`config.mk`:
```
export PLATFORM = sky130hd
export DESIGN_NAME = tick_timestamp_reanchor_core_flat
export DESIGN_NICKNAME = d
export VERILOG_FILES = /design/src/design/ttr_pkg.sv /design/src/design/ttr_if.sv /design/src/design/ttr_resolve.sv /design/src/design/tick_timestamp_reanchor_core.sv /design/src/flat_wrapper.sv
export SDC_FILE = /design/constraint.sdc
export NUM_CORES = 2
export LEC_CHECK = 0
export BUFFER_PORTS_ARGS = -buffer_cell sky130_fd_sc_hd__buf_2
export CAP_MARGIN = 20
export CORE_ASPECT_RATIO = 1.4
export CORE_UTILIZATION = 45
export DETAILED_ROUTE_END_ITERATION = 7
export GPL_ROUTABILITY_DRIVEN = 0
export GPL_TIMING_DRIVEN = 0
export PLACE_DENSITY = 0.59
export SLEW_MARGIN = 15
export SYNTH_ARGS = -nofsm -noshare
export SYNTH_HDL_FRONTEND = slang
export SYNTH_SLANG_ARGS = --single-unit
```
`constraint.sdc`:
```
create_clock -name clk -period 28.4 [get_ports clk]
set_clock_uncertainty 0.1 [all_clocks]
set_input_delay 7.1 -clock clk [delete_from_list [all_inputs] [get_ports clk]]
set_output_delay 7.1 -clock clk [all_outputs]
set_load 0.03 [all_outputs]
```
`src/design/ttr_pkg.sv`:
```
package ttr_pkg;

  // Conversion from milliseconds to local time units.
  localparam int unsigned UNITS_PER_MS = 1000;

  localparam int unsigned TICK_W   = 32;
  localparam int unsigned IVL_IN_W = 16;
  localparam int unsigned IVL_W    = 15;
  localparam int unsigned TIME_W   = 63;
  localparam int unsigned THR_W    = 32;
  localparam int unsigned CNT_W    = 8;
  localparam int unsigned CFG_W    = 32;
  localparam int unsigned CFG_IDX_W = 2;
  localparam int unsigned WIDE_W   = 64;

  localparam int unsigned UNITS_W = $clog2(UNITS_PER_MS + 1);
  localparam int unsigned SCALE_W = IVL_W + UNITS_W;
  localparam int unsigned MUL_W   = SCALE_W + TICK_W;

  localparam logic [IVL_W-1:0] DEFAULT_IVL_RST = IVL_W'(50);
  localparam logic [THR_W-1:0] DRIFT_THR_RST   = THR_W'(5000);
  localparam logic [CNT_W-1:0] CONFIRM_RST     = CNT_W'(3);

  typedef enum logic [CFG_IDX_W-1:0] {
    CFG_DEFAULT_IVL = 2'd0,
    CFG_DRIFT_THR   = 2'd1,
    CFG_CONFIRM     = 2'd2
  } cfg_idx_t;

  // Anchor state carried from one item to the next.
  typedef struct packed {
    logic              init;
    logic [IVL_W-1:0]  ivl;
    logic [TIME_W-1:0] anchor_time;
    logic [TICK_W-1:0] anchor_tick;
    logic [CNT_W-1:0]  late_cnt;
  } anchor_t;

  // Item as held in the input register.
  typedef struct packed {
    logic [TICK_W-1:0]  tick;
    logic [IVL_W-1:0]   ivl;
    logic [SCALE_W-1:0] scale;
    logic [TIME_W-1:0]  arrival;
  } item_t;

  typedef struct packed {
    logic [TIME_W-1:0] sample_time;
    logic              anchored;
  } result_t;

  // A positive interval is used as given; zero or negative selects the default.
  function automatic logic [IVL_W-1:0] pick_interval(input logic [IVL_IN_W-1:0] raw,
                                                     input logic [IVL_W-1:0] dflt);
    logic [IVL_W-1:0] v;
    v = raw[IVL_W-1:0];
    if (!raw[IVL_IN_W-1] && (v != '0)) begin
      return v;
    end
    return dflt;
  endfunction

endpackage

```
`src/design/ttr_if.sv`:
```
interface ttr_in_if;
  logic                                valid;
  logic                                ready;
  logic [ttr_pkg::TICK_W-1:0]          sender_tick;
  logic signed [ttr_pkg::IVL_IN_W-1:0] interval_ms;
  logic [ttr_pkg::TIME_W-1:0]          arrival_time;

  modport source (output valid, sender_tick, interval_ms, arrival_time, input ready);
  modport sink (input valid, sender_tick, interval_ms, arrival_time, output ready);
endinterface

interface ttr_out_if;
  logic                       valid;
  logic                       ready;
  logic [ttr_pkg::TIME_W-1:0] sample_time;
  logic                       anchored;

  modport source (output valid, sample_time, anchored, input ready);
  modport sink (input valid, sample_time, anchored, output ready);
endinterface

```
`src/design/ttr_resolve.sv`:
```
// Resolves one item against the current anchor and produces the next anchor.
module ttr_resolve (
  input  ttr_pkg::anchor_t              st,
  input  ttr_pkg::item_t                item,
  input  logic [ttr_pkg::THR_W-1:0]     drift_thr,
  input  logic [ttr_pkg::CNT_W-1:0]     confirm,
  output ttr_pkg::result_t              res,
  output ttr_pkg::anchor_t              st_nxt
);

  logic [ttr_pkg::TICK_W-1:0] offset;
  logic [ttr_pkg::MUL_W-1:0]  span;
  logic [ttr_pkg::WIDE_W-1:0] predicted;
  logic [ttr_pkg::WIDE_W:0]   diff;
  logic                       late;
  logic [ttr_pkg::CNT_W-1:0]  cnt_inc;
  logic                       reanchor;

  assign offset    = item.tick - st.anchor_tick;
  assign span      = ttr_pkg::MUL_W'(item.scale) * ttr_pkg::MUL_W'(offset);
  assign predicted = ttr_pkg::WIDE_W'(st.anchor_time) + ttr_pkg::WIDE_W'(span);
  // The top bit of diff is the borrow: set when arrival is below the prediction.
  assign diff      = (ttr_pkg::WIDE_W + 1)'(item.arrival) - {1'b0, predicted};
  assign late      = !diff[ttr_pkg::WIDE_W] && (diff[ttr_pkg::WIDE_W-1:0] != '0) &&
                     (diff[ttr_pkg::WIDE_W-1:0] >= ttr_pkg::WIDE_W'(drift_thr));
  assign cnt_inc   = st.late_cnt + ttr_pkg::CNT_W'(1);

  always_comb begin
    st_nxt   = st;
    reanchor = 1'b0;
    priority if (!st.init || (item.ivl != st.ivl)) begin
      reanchor = 1'b1;
    end else if (late) begin
      st_nxt.late_cnt = cnt_inc;
      reanchor        = (cnt_inc >= confirm);
    end else begin
      st_nxt.late_cnt = '0;
    end
    if (reanchor) begin
      st_nxt.init        = 1'b1;
      st_nxt.ivl         = item.ivl;
      st_nxt.anchor_time = item.arrival;
      st_nxt.anchor_tick = item.tick;
      st_nxt.late_cnt    = '0;
    end
    res.anchored    = reanchor;
    res.sample_time = reanchor ? item.arrival : predicted[ttr_pkg::TIME_W-1:0];
  end

endmodule

```
`src/design/tick_timestamp_reanchor_core.sv`:
```
// Channel  | Dir | Payload                                            | Handshake
// in_chan  | in  | sender_tick[31:0], interval_ms[15:0] s, arrival[62:0] | valid/ready
// out_chan | out | sample_time[62:0], anchored                        | valid/ready
// cfg_*    | in  | cfg_index[1:0], cfg_wdata[31:0]                    | cfg_we only
//
// An accepted input beat passes the input register and then the result register.
// One beat is taken per cycle while the output is not stalled. The rate is set by
// the anchor loop: the offset subtract, one 25x32 multiply, a 64-bit add and the
// lateness compare all resolve combinationally between the input and result registers.
// Reset (synchronous, rst_n low) clears the anchor and loads register defaults.
// A stalled output freezes both stages; the input register still fills if empty.

module tick_timestamp_reanchor_core (
  input  logic                            clk,
  input  logic                            rst_n,
  ttr_in_if.sink                          in_chan,
  ttr_out_if.source                       out_chan,
  input  logic                            cfg_we,
  input  logic [ttr_pkg::CFG_IDX_W-1:0]   cfg_index,
  input  logic [ttr_pkg::CFG_W-1:0]       cfg_wdata
);

  // Configuration registers.
  logic [ttr_pkg::IVL_W-1:0] default_ivl_r;
  logic [ttr_pkg::THR_W-1:0] drift_thr_r;
  logic [ttr_pkg::CNT_W-1:0] confirm_r;

  always_ff @(posedge clk) begin
    if (!rst_n) begin
      default_ivl_r <= ttr_pkg::DEFAULT_IVL_RST;
      drift_thr_r   <= ttr_pkg::DRIFT_THR_RST;
      confirm_r     <= ttr_pkg::CONFIRM_RST;
    end else if (cfg_we) begin
      unique case (ttr_pkg::cfg_idx_t'(cfg_index))
        ttr_pkg::CFG_DEFAULT_IVL: default_ivl_r <= cfg_wdata[ttr_pkg::IVL_W-1:0];
        ttr_pkg::CFG_DRIFT_THR:   drift_thr_r   <= cfg_wdata[ttr_pkg::THR_W-1:0];
        ttr_pkg::CFG_CONFIRM:     confirm_r     <= cfg_wdata[ttr_pkg::CNT_W-1:0];
        default: ;
      endcase
    end
  end

  // Pipeline control. Both stages move together whenever the result register
  // is free or being drained this cycle.
  logic            s1_valid_r;
  ttr_pkg::item_t  s1_item_r;
  ttr_pkg::item_t  s1_item_nxt;
  logic            out_valid_r;
  ttr_pkg::result_t out_res_r;
  logic            advance;
  logic            in_fire;
  logic            s1_fire;

  assign advance       = !out_valid_r || out_chan.ready;
  assign in_chan.ready = !s1_valid_r || advance;
  assign in_fire       = in_chan.valid && in_chan.ready;
  assign s1_fire       = s1_valid_r && advance;

  // The interval is settled and scaled to time units on capture, so the
  // anchor loop carries only a single multiply.
  always_comb begin
    s1_item_nxt.tick    = in_chan.sender_tick;
    s1_item_nxt.ivl     = ttr_pkg::pick_interval(in_chan.interval_ms, default_ivl_r);
    s1_item_nxt.scale   = ttr_pkg::SCALE_W'(s1_item_nxt.ivl) *
                          ttr_pkg::SCALE_W'(ttr_pkg::UNITS_PER_MS);
    s1_item_nxt.arrival = in_chan.arrival_time;
  end

  always_ff @(posedge clk) begin
    if (!rst_n) begin
      s1_valid_r <= 1'b0;
    end else if (in_chan.ready) begin
      s1_valid_r <= in_chan.valid;
    end
  end

  always_ff @(posedge clk) begin
    if (in_fire) begin
      s1_item_r <= s1_item_nxt;
    end
  end

  // Anchor state and the resolve step.
  ttr_pkg::anchor_t  anchor_r;
  ttr_pkg::anchor_t  anchor_nxt;
  ttr_pkg::result_t  res_nxt;

  ttr_resolve u_resolve (
    .st        (anchor_r),
    .item      (s1_item_r),
    .drift_thr (drift_thr_r),
    .confirm   (confirm_r),
    .res       (res_nxt),
    .st_nxt    (anchor_nxt)
  );

  always_ff @(posedge clk) begin
    if (!rst_n) begin
      anchor_r.init        <= 1'b0;
      anchor_r.ivl         <= ttr_pkg::DEFAULT_IVL_RST;
      anchor_r.anchor_time <= '0;
      anchor_r.anchor_tick <= '0;
      anchor_r.late_cnt    <= '0;
    end else if (s1_fire) begin
      anchor_r <= anchor_nxt;
    end
  end

  // Result register.
  always_ff @(posedge clk) begin
    if (!rst_n) begin
      out_valid_r <= 1'b0;
    end else if (advance) begin
      out_valid_r <= s1_valid_r;
    end
  end

  always_ff @(posedge clk) begin
    if (s1_fire) begin
      out_res_r <= res_nxt;
    end
  end

  assign out_chan.valid       = out_valid_r;
  assign out_chan.sample_time = out_res_r.sample_time;
  assign out_chan.anchored    = out_res_r.anchored;

  // The first item after reset always anchors.
  a_first_anchors: assert property (@(posedge clk) disable iff (!rst_n)
    s1_fire && !anchor_r.init |=> out_valid_r && out_res_r.anchored && anchor_r.init)
    else $error("first item after reset did not anchor");

  // Re-anchoring always clears the late count.
  a_anchor_clears_cnt: assert property (@(posedge clk) disable iff (!rst_n)
    s1_fire && res_nxt.anchored |=> anchor_r.late_cnt == '0)
    else $error("late count not cleared on re-anchor");

  // A result can only exist once the anchor has been set.
  a_result_needs_anchor: assert property (@(posedge clk) disable iff (!rst_n)
    out_valid_r |-> anchor_r.init)
    else $error("result present without an anchor");

  // The input register is never overwritten while its item is held.
  a_no_overwrite: assert property (@(posedge clk) disable iff (!rst_n)
    !(in_fire && s1_valid_r && !advance))
    else $error("input register overwritten while stalled");

endmodule
```
`src/flat_wrapper.sv`:
```
// flat-port wrapper written by rule: the top's interface ports become plain ports
module tick_timestamp_reanchor_core_flat 
  (clk, rst_n, cfg_we, cfg_index, cfg_wdata, in_chan_valid, in_chan_sender_tick, in_chan_interval_ms, in_chan_arrival_time, in_chan_ready, out_chan_valid, out_chan_sample_time, out_chan_anchored, out_chan_ready);
  ttr_in_if in_chan_i ();
  ttr_out_if out_chan_i ();
  input  logic clk;
  input  logic rst_n;
  input  logic cfg_we;
  input  logic [ttr_pkg::CFG_IDX_W-1:0] cfg_index;
  input  logic [ttr_pkg::CFG_W-1:0] cfg_wdata;
  input wire logic [$bits(in_chan_i.valid)-1:0] in_chan_valid;
  input wire logic [$bits(in_chan_i.sender_tick)-1:0] in_chan_sender_tick;
  input wire logic [$bits(in_chan_i.interval_ms)-1:0] in_chan_interval_ms;
  input wire logic [$bits(in_chan_i.arrival_time)-1:0] in_chan_arrival_time;
  output wire logic [$bits(in_chan_i.ready)-1:0] in_chan_ready;
  output wire logic [$bits(out_chan_i.valid)-1:0] out_chan_valid;
  output wire logic [$bits(out_chan_i.sample_time)-1:0] out_chan_sample_time;
  output wire logic [$bits(out_chan_i.anchored)-1:0] out_chan_anchored;
  input wire logic [$bits(out_chan_i.ready)-1:0] out_chan_ready;
  assign in_chan_i.valid = in_chan_valid;
  assign in_chan_i.sender_tick = in_chan_sender_tick;
  assign in_chan_i.interval_ms = in_chan_interval_ms;
  assign in_chan_i.arrival_time = in_chan_arrival_time;
  assign in_chan_ready = in_chan_i.ready;
  assign out_chan_valid = out_chan_i.valid;
  assign out_chan_sample_time = out_chan_i.sample_time;
  assign out_chan_anchored = out_chan_i.anchored;
  assign out_chan_i.ready = out_chan_ready;
  tick_timestamp_reanchor_core u_core (.clk(clk), .rst_n(rst_n), .in_chan(in_chan_i), .out_chan(out_chan_i), .cfg_we(cfg_we), .cfg_index(cfg_index), .cfg_wdata(cfg_wdata));
endmodule
```
# Word level (Yosys, flattened, before mapping)

Cells that the tools add are included.
Widths: inputs -> output; s select.

Reduce and logical (&&, ||, !) cells: 21
$lt $le $gt $ge: 2
Muxes and demuxes: 9
Multipliers: 2
Equal/unequal tests: 4
Add/sub/neg operators: 4

Operators with widths:

| operator              | count |
|---|---|
| $sub 63x64->65        | 1 |
| $add 63x57->64        | 1 |
| $ge 64x32->1          | 1 |
| $reduce_bool 64->1    | 1 |
| $mux 63               | 1 |
| $mul 22x32->54        | 1 |
| $sub 32x32->32        | 1 |
| $mux 15               | 2 |
| $mux 8                | 3 |
| $mul 15x7->22 const B | 1 |
| $ne 15x15->1          | 1 |
| $reduce_bool 15->1    | 1 |
| $reduce_and 2->1      | 5 |
| $add 8x1->8 const B   | 1 |
| $ge 8x8->1            | 1 |
| $logic_and 1x1->1     | 5 |
| $logic_not 1->1       | 5 |
| $logic_or 1x1->1      | 3 |
| $mux 1                | 3 |
| $eq 2x1->1 const B    | 1 |
| $eq 2x2->1 const B    | 1 |
| $logic_not 2->1       | 1 |
| $ne 2x2->1 const B    | 1 |

Flip-flop bits (word level): 372
Output and inout port bits: 66
Logic and storage cells: 58
Bits of input ports: 150

# Depth between registers and ports, before layout

Depth after elaboration: 11
Depth in mapped cells: 73

# Modules after synthesis

Synthesis repeated with hierarchy kept, for this count alone.

Cell total of the unflattened synthesis: 6333
Area, all modules: 54971.5 um^2

Modules (own cells, without submodules):

| module                       | times used | area an instance (um^2) | cells each |
|---|---|---|---|
| ttr_resolve                  | 1          | 39788.2                 | 5058 |
| tick_timestamp_reanchor_core | 1          | 15183.3                 | 1275 |

# Worst setup path before layout

No wires, ideal clock.

Kind: register to register
From: register u_core.anchor_r[9] in the netlist's numbering
To: register u_core.out_res_r (netlist bit u_core.out_chan.sample_time[61]) (data pin)
Path slack: 13408 ps
Required time: 28038 ps
Data arrival time: 14630 ps
Path buffers: 4
Period minus slack after synthesis: 14992 ps
Setup time: 262 ps
Stages on the path, launching flop included: 71
Cells stage by stage: dfxtp_1 inv_1 ha_1 nor2b_1 o21ai_0 a21boi_0 o21ai_0 a21boi_0 o21ai_0 a21oi_1 o41ai_1 o21bai_1 a21oi_1 o21bai_1 a21oi_1 xnor2_1 clkbuf_1 nand2_1 [... 35 more ...] nand2_1 xor2_1 ha_1 nor2_1 a222oi_1 o221ai_1 nor3_1 nand3_1 nor4_1 nand4b_1 a211o_1 and4b_1 o2111ai_2 nor3_4 a22o_1 buf_6 buf_8 mux2_1

RTL lines:

| what                     | line                                | text |
|---|---|---|
| start: declaration       | tick_timestamp_reanchor_core.sv:84  | `ttr_pkg::anchor_t anchor_r;` |
| start signal: assignment | tick_timestamp_reanchor_core.sv:105 | `anchor_r <= anchor_nxt;` |
| end signal: assignment   | tick_timestamp_reanchor_core.sv:120 | `out_res_r <= res_nxt;` |
| end: declaration         | tick_timestamp_reanchor_core.sv:49  | `ttr_pkg::result_t out_res_r;` |

==> impl_results.md <==
* CTS Hold Bufs at 0
* Most used DFF post-synth: edfxtp_1
* Final ANT Viol Nets at 0
* Clock transition at path regs at 0.06 ns
* Slowest CP cell: clkbuf_1
* Clock sinks at 370
* Vias after detailed routing at 39300
* Initial antenna violation count at 7
* Residual DRC count at 2
* Clock H-tree levels at 2
* RR Startpoint: u_core.s1_item_r[103]$_DFFE_PP_
* Detail Placement HPWL at 135000 um
* Reg2Reg Depth at 69
* Post-Syn Nets at 6649
* IO Pins at 216
* Largest net degree at the start of global routing at 50
* Most common library cell in the layout ignoring fill and taps: inv_1
* Global-route wire length before repair at 244000 um
* CP startpoint kind: flop
* Nets@finish at 6915
* # fillers at 10500
* Initial DRC Count at 2558
* Synth top area share at roughly a quarter
* Ys Warns at 0
* Clock latency on the worst-skew pair at 0.63 ns
* Total Routed Length at 161000 um
* Max-slew headroom at 12.3%
* Final setup TNS at 0 ns
* 1st-pass router iterations at 8
* # setup viols final at 0
* Fin. max-slew vios at 0
* Max-cap violations at 0
* Commonest cells after routing, fill and taps aside: 885 x inv_1, 801 x nand2_1, 650 x fa_1, 408 x ha_1, 342 x and2_1
* Synth Area per Inst at 9.02 um2
* R2R Setup Slk at about 9 ns
* Num CTS Buffers at 44
* Worst R2R End: u_core.out_chan.anchored$_DFFE_PP_
* FFs w/ async S/R, synth at 0%
* CTS tree: yes
* Worst path max stage delay at 0.65 ns
* Largest cells by area after synthesis: fa_1 27%, edfxtp_1 12%, ha_1 10%, dfxtp_1 7.2%, inv_1 6.8%
* Synthesized area at 49100 um2
* Critical path class: reg -> reg
* Failing checks: DRC
* Drt wl/cell at 22.4 um
* Count of final hold-check violations at 0
* CP endpoint: u_core.out_chan.anchored$_DFFE_PP_
* Type of destination of the critical path: flop
* Netlist cell types at slightly below 100
* Worst Tran Pin Value at 1.31 ns
* Final Critical Period at 19.40 ns
* GRT Total Usage at between 20% and 30%
* Clk buf depth at 3
* Status: finished, violations left
* Post-synth EDFFs at 194
* Share of layout cells above drive strength 1 at 6.69%
* CTS root buffer: clkbuf_16
* RSZ-0062 raised after global routing: false
* PostCTS Resize Cnt at 0
* Critical Path Source: u_core.s1_item_r[103]$_DFFE_PP_
* Data arrival time of the worst path at 19.59 ns
* Post-synthesis register bit count at 370
* Worst Hold Class: reg -> reg
* P&R area growth vs syn at 9.07%
* Top cell by count, worst path: fa_1
* Row count at about 140
* Starting Density at 45.3%
* Total gr overflow at 0
* Die ar. at 110000 um2
* Die outline width at 281 um
* Worst EP required at 28.59 ns
* I/O Buffers at 214
* Post-DR vias/cell at roughly 5.5
* Vias in the first global route at 41100
* Period utilization at around two thirds
* Cell taking the most area after synthesis: fa_1
* Mapped Cells at 5441
* Die span in y at 393 um
* Core Box Area at approximately 110000 um2
* Setup Buffers After CTS at 0
* Seq/Total Area, Yosys at 19.0%
* F_max at 0.0516 GHz
* Crit Path Max Fanout at 10
## worst min-delay path by stage
stage,startpoint,slack [ns],endpoint,cells past startpoint
CTS,u_core.default_ivl_r[13]$_SDFFE_PN0P_,0.36,u_core.default_ivl_r[13]$_SDFFE_PN0P_,2
finish,u_core.drift_thr_r[26]$_SDFFE_PN0P_,0.35,u_core.drift_thr_r[26]$_SDFFE_PN0P_,2
floorplan,u_core.default_ivl_r[0]$_SDFFE_PN0P_,0.33,u_core.default_ivl_r[0]$_SDFFE_PN0P_,2
global route,u_core.anchor_r[33]$_SDFFE_PN0P_,0.37,u_core.anchor_r[33]$_SDFFE_PN0P_,2
detailed placement,u_core.anchor_r[28]$_SDFFE_PN0P_,0.35,u_core.anchor_r[28]$_SDFFE_PN0P_,2
global placement,u_core.default_ivl_r[9]$_SDFFE_PN0P_,0.34,u_core.default_ivl_r[9]$_SDFFE_PN0P_,2
## through the flow
step                area (um2)  util, %  setup slack [ns]  hold slack, ns  cells
floorplan                49100        -             13.41           0.334   5441
global placement         52000     48.0              9.08           0.342   7105
detailed placement       52100     48.1              9.17           0.348   7111
CTS                      53500     49.4              9.06           0.356   7192
global route             53500     49.4              7.77           0.366   7192
finish                   53500     49.5              9.00           0.353   7193
## registers in the layout, summed over array words and instances, names as in the netlist
name / cells
u_core.anchor_r: 119
u_core.out_chan.anchored: 1
u_core.confirm_r: 8
u_core.drift_thr_r: 32
u_core.s1_valid_r: 1
u_core.out_chan.valid: 1
u_core.default_ivl_r: 15
u_core.out_chan.sample_time: 63
u_core.s1_item_r: 130
## per-layer routing
metal	track usage [%]	vias to the layer above	share of wire, %
li1	-	18200	-
met1	33.5	19400	37
met2	52.7	1306	50
met3	3.51	411	5.1
met4	19.1	6	7.5
met5	0	-	0.022
## layout make-up
cell class	instances	area (um2)	share of cell area (%)
diodes	1	2.50	0.00467
repair buffers	220	1190	2.22
plain buffers	240	1050	1.96
clock buffers	52	1160	2.17
flip-flops and latches	370	9350	17.5
inverters	886	3330	6.22
multi-input cells	3945	35400	66.1
clock inverters	29	263	0.491
well taps	1450	1810	3.39
## synthesized netlist by cell type (all sizes together), types with 12 or more instances
master / number
mux2i: 181
o211ai: 17
mux2: 19
o31ai: 20
and2: 343
clkbuf: 210
inv: 886
nand4: 43
nand2: 801
o21bai: 35
o21ai: 119
a21boi: 16
nor4: 19
a31oi: 25
and3: 27
or2: 16
a21o: 86
ha: 408
nand3: 55
xnor2: 140
nor3: 53
a2111oi: 12
dfxtp: 176
and4: 12
nor2b: 55
o21a: 35
fa: 650
or3: 16
xor2: 58
a211oi: 36
a21oi: 252
a211o: 21
buf: 30
edfxtp: 194
nand2b: 53
nor2: 164
## worst max-delay path, delay by kind of cell (launching register included)
kind	cells	cell delay, ns
fa+ha+maj	12	5.41
xor+xnor	3	0.71
buf+inv	6	1.26
flops	1	0.39
simple gates	18	3.54
compound gates	30	7.69
## logic make-up (layout without fill, tap and decap cells)
family | count (synthesis) | count (layout) | synth area share, %
compound gates | 774 | 774 | 10.4
other cells | 0 | 1 | 0
simple gates | 1706 | 1706 | 16.9
buf+inv | 1126 | 1427 | 8.91
fa+ha+maj | 1066 | 1066 | 37.1
flops | 370 | 370 | 19.0
xor+xnor | 199 | 199 | 3.58
mux | 200 | 200 | 4.13
Power is not shown: default switching activity piles up to over one toggle a cycle in this logic, so the estimate is an artifact.
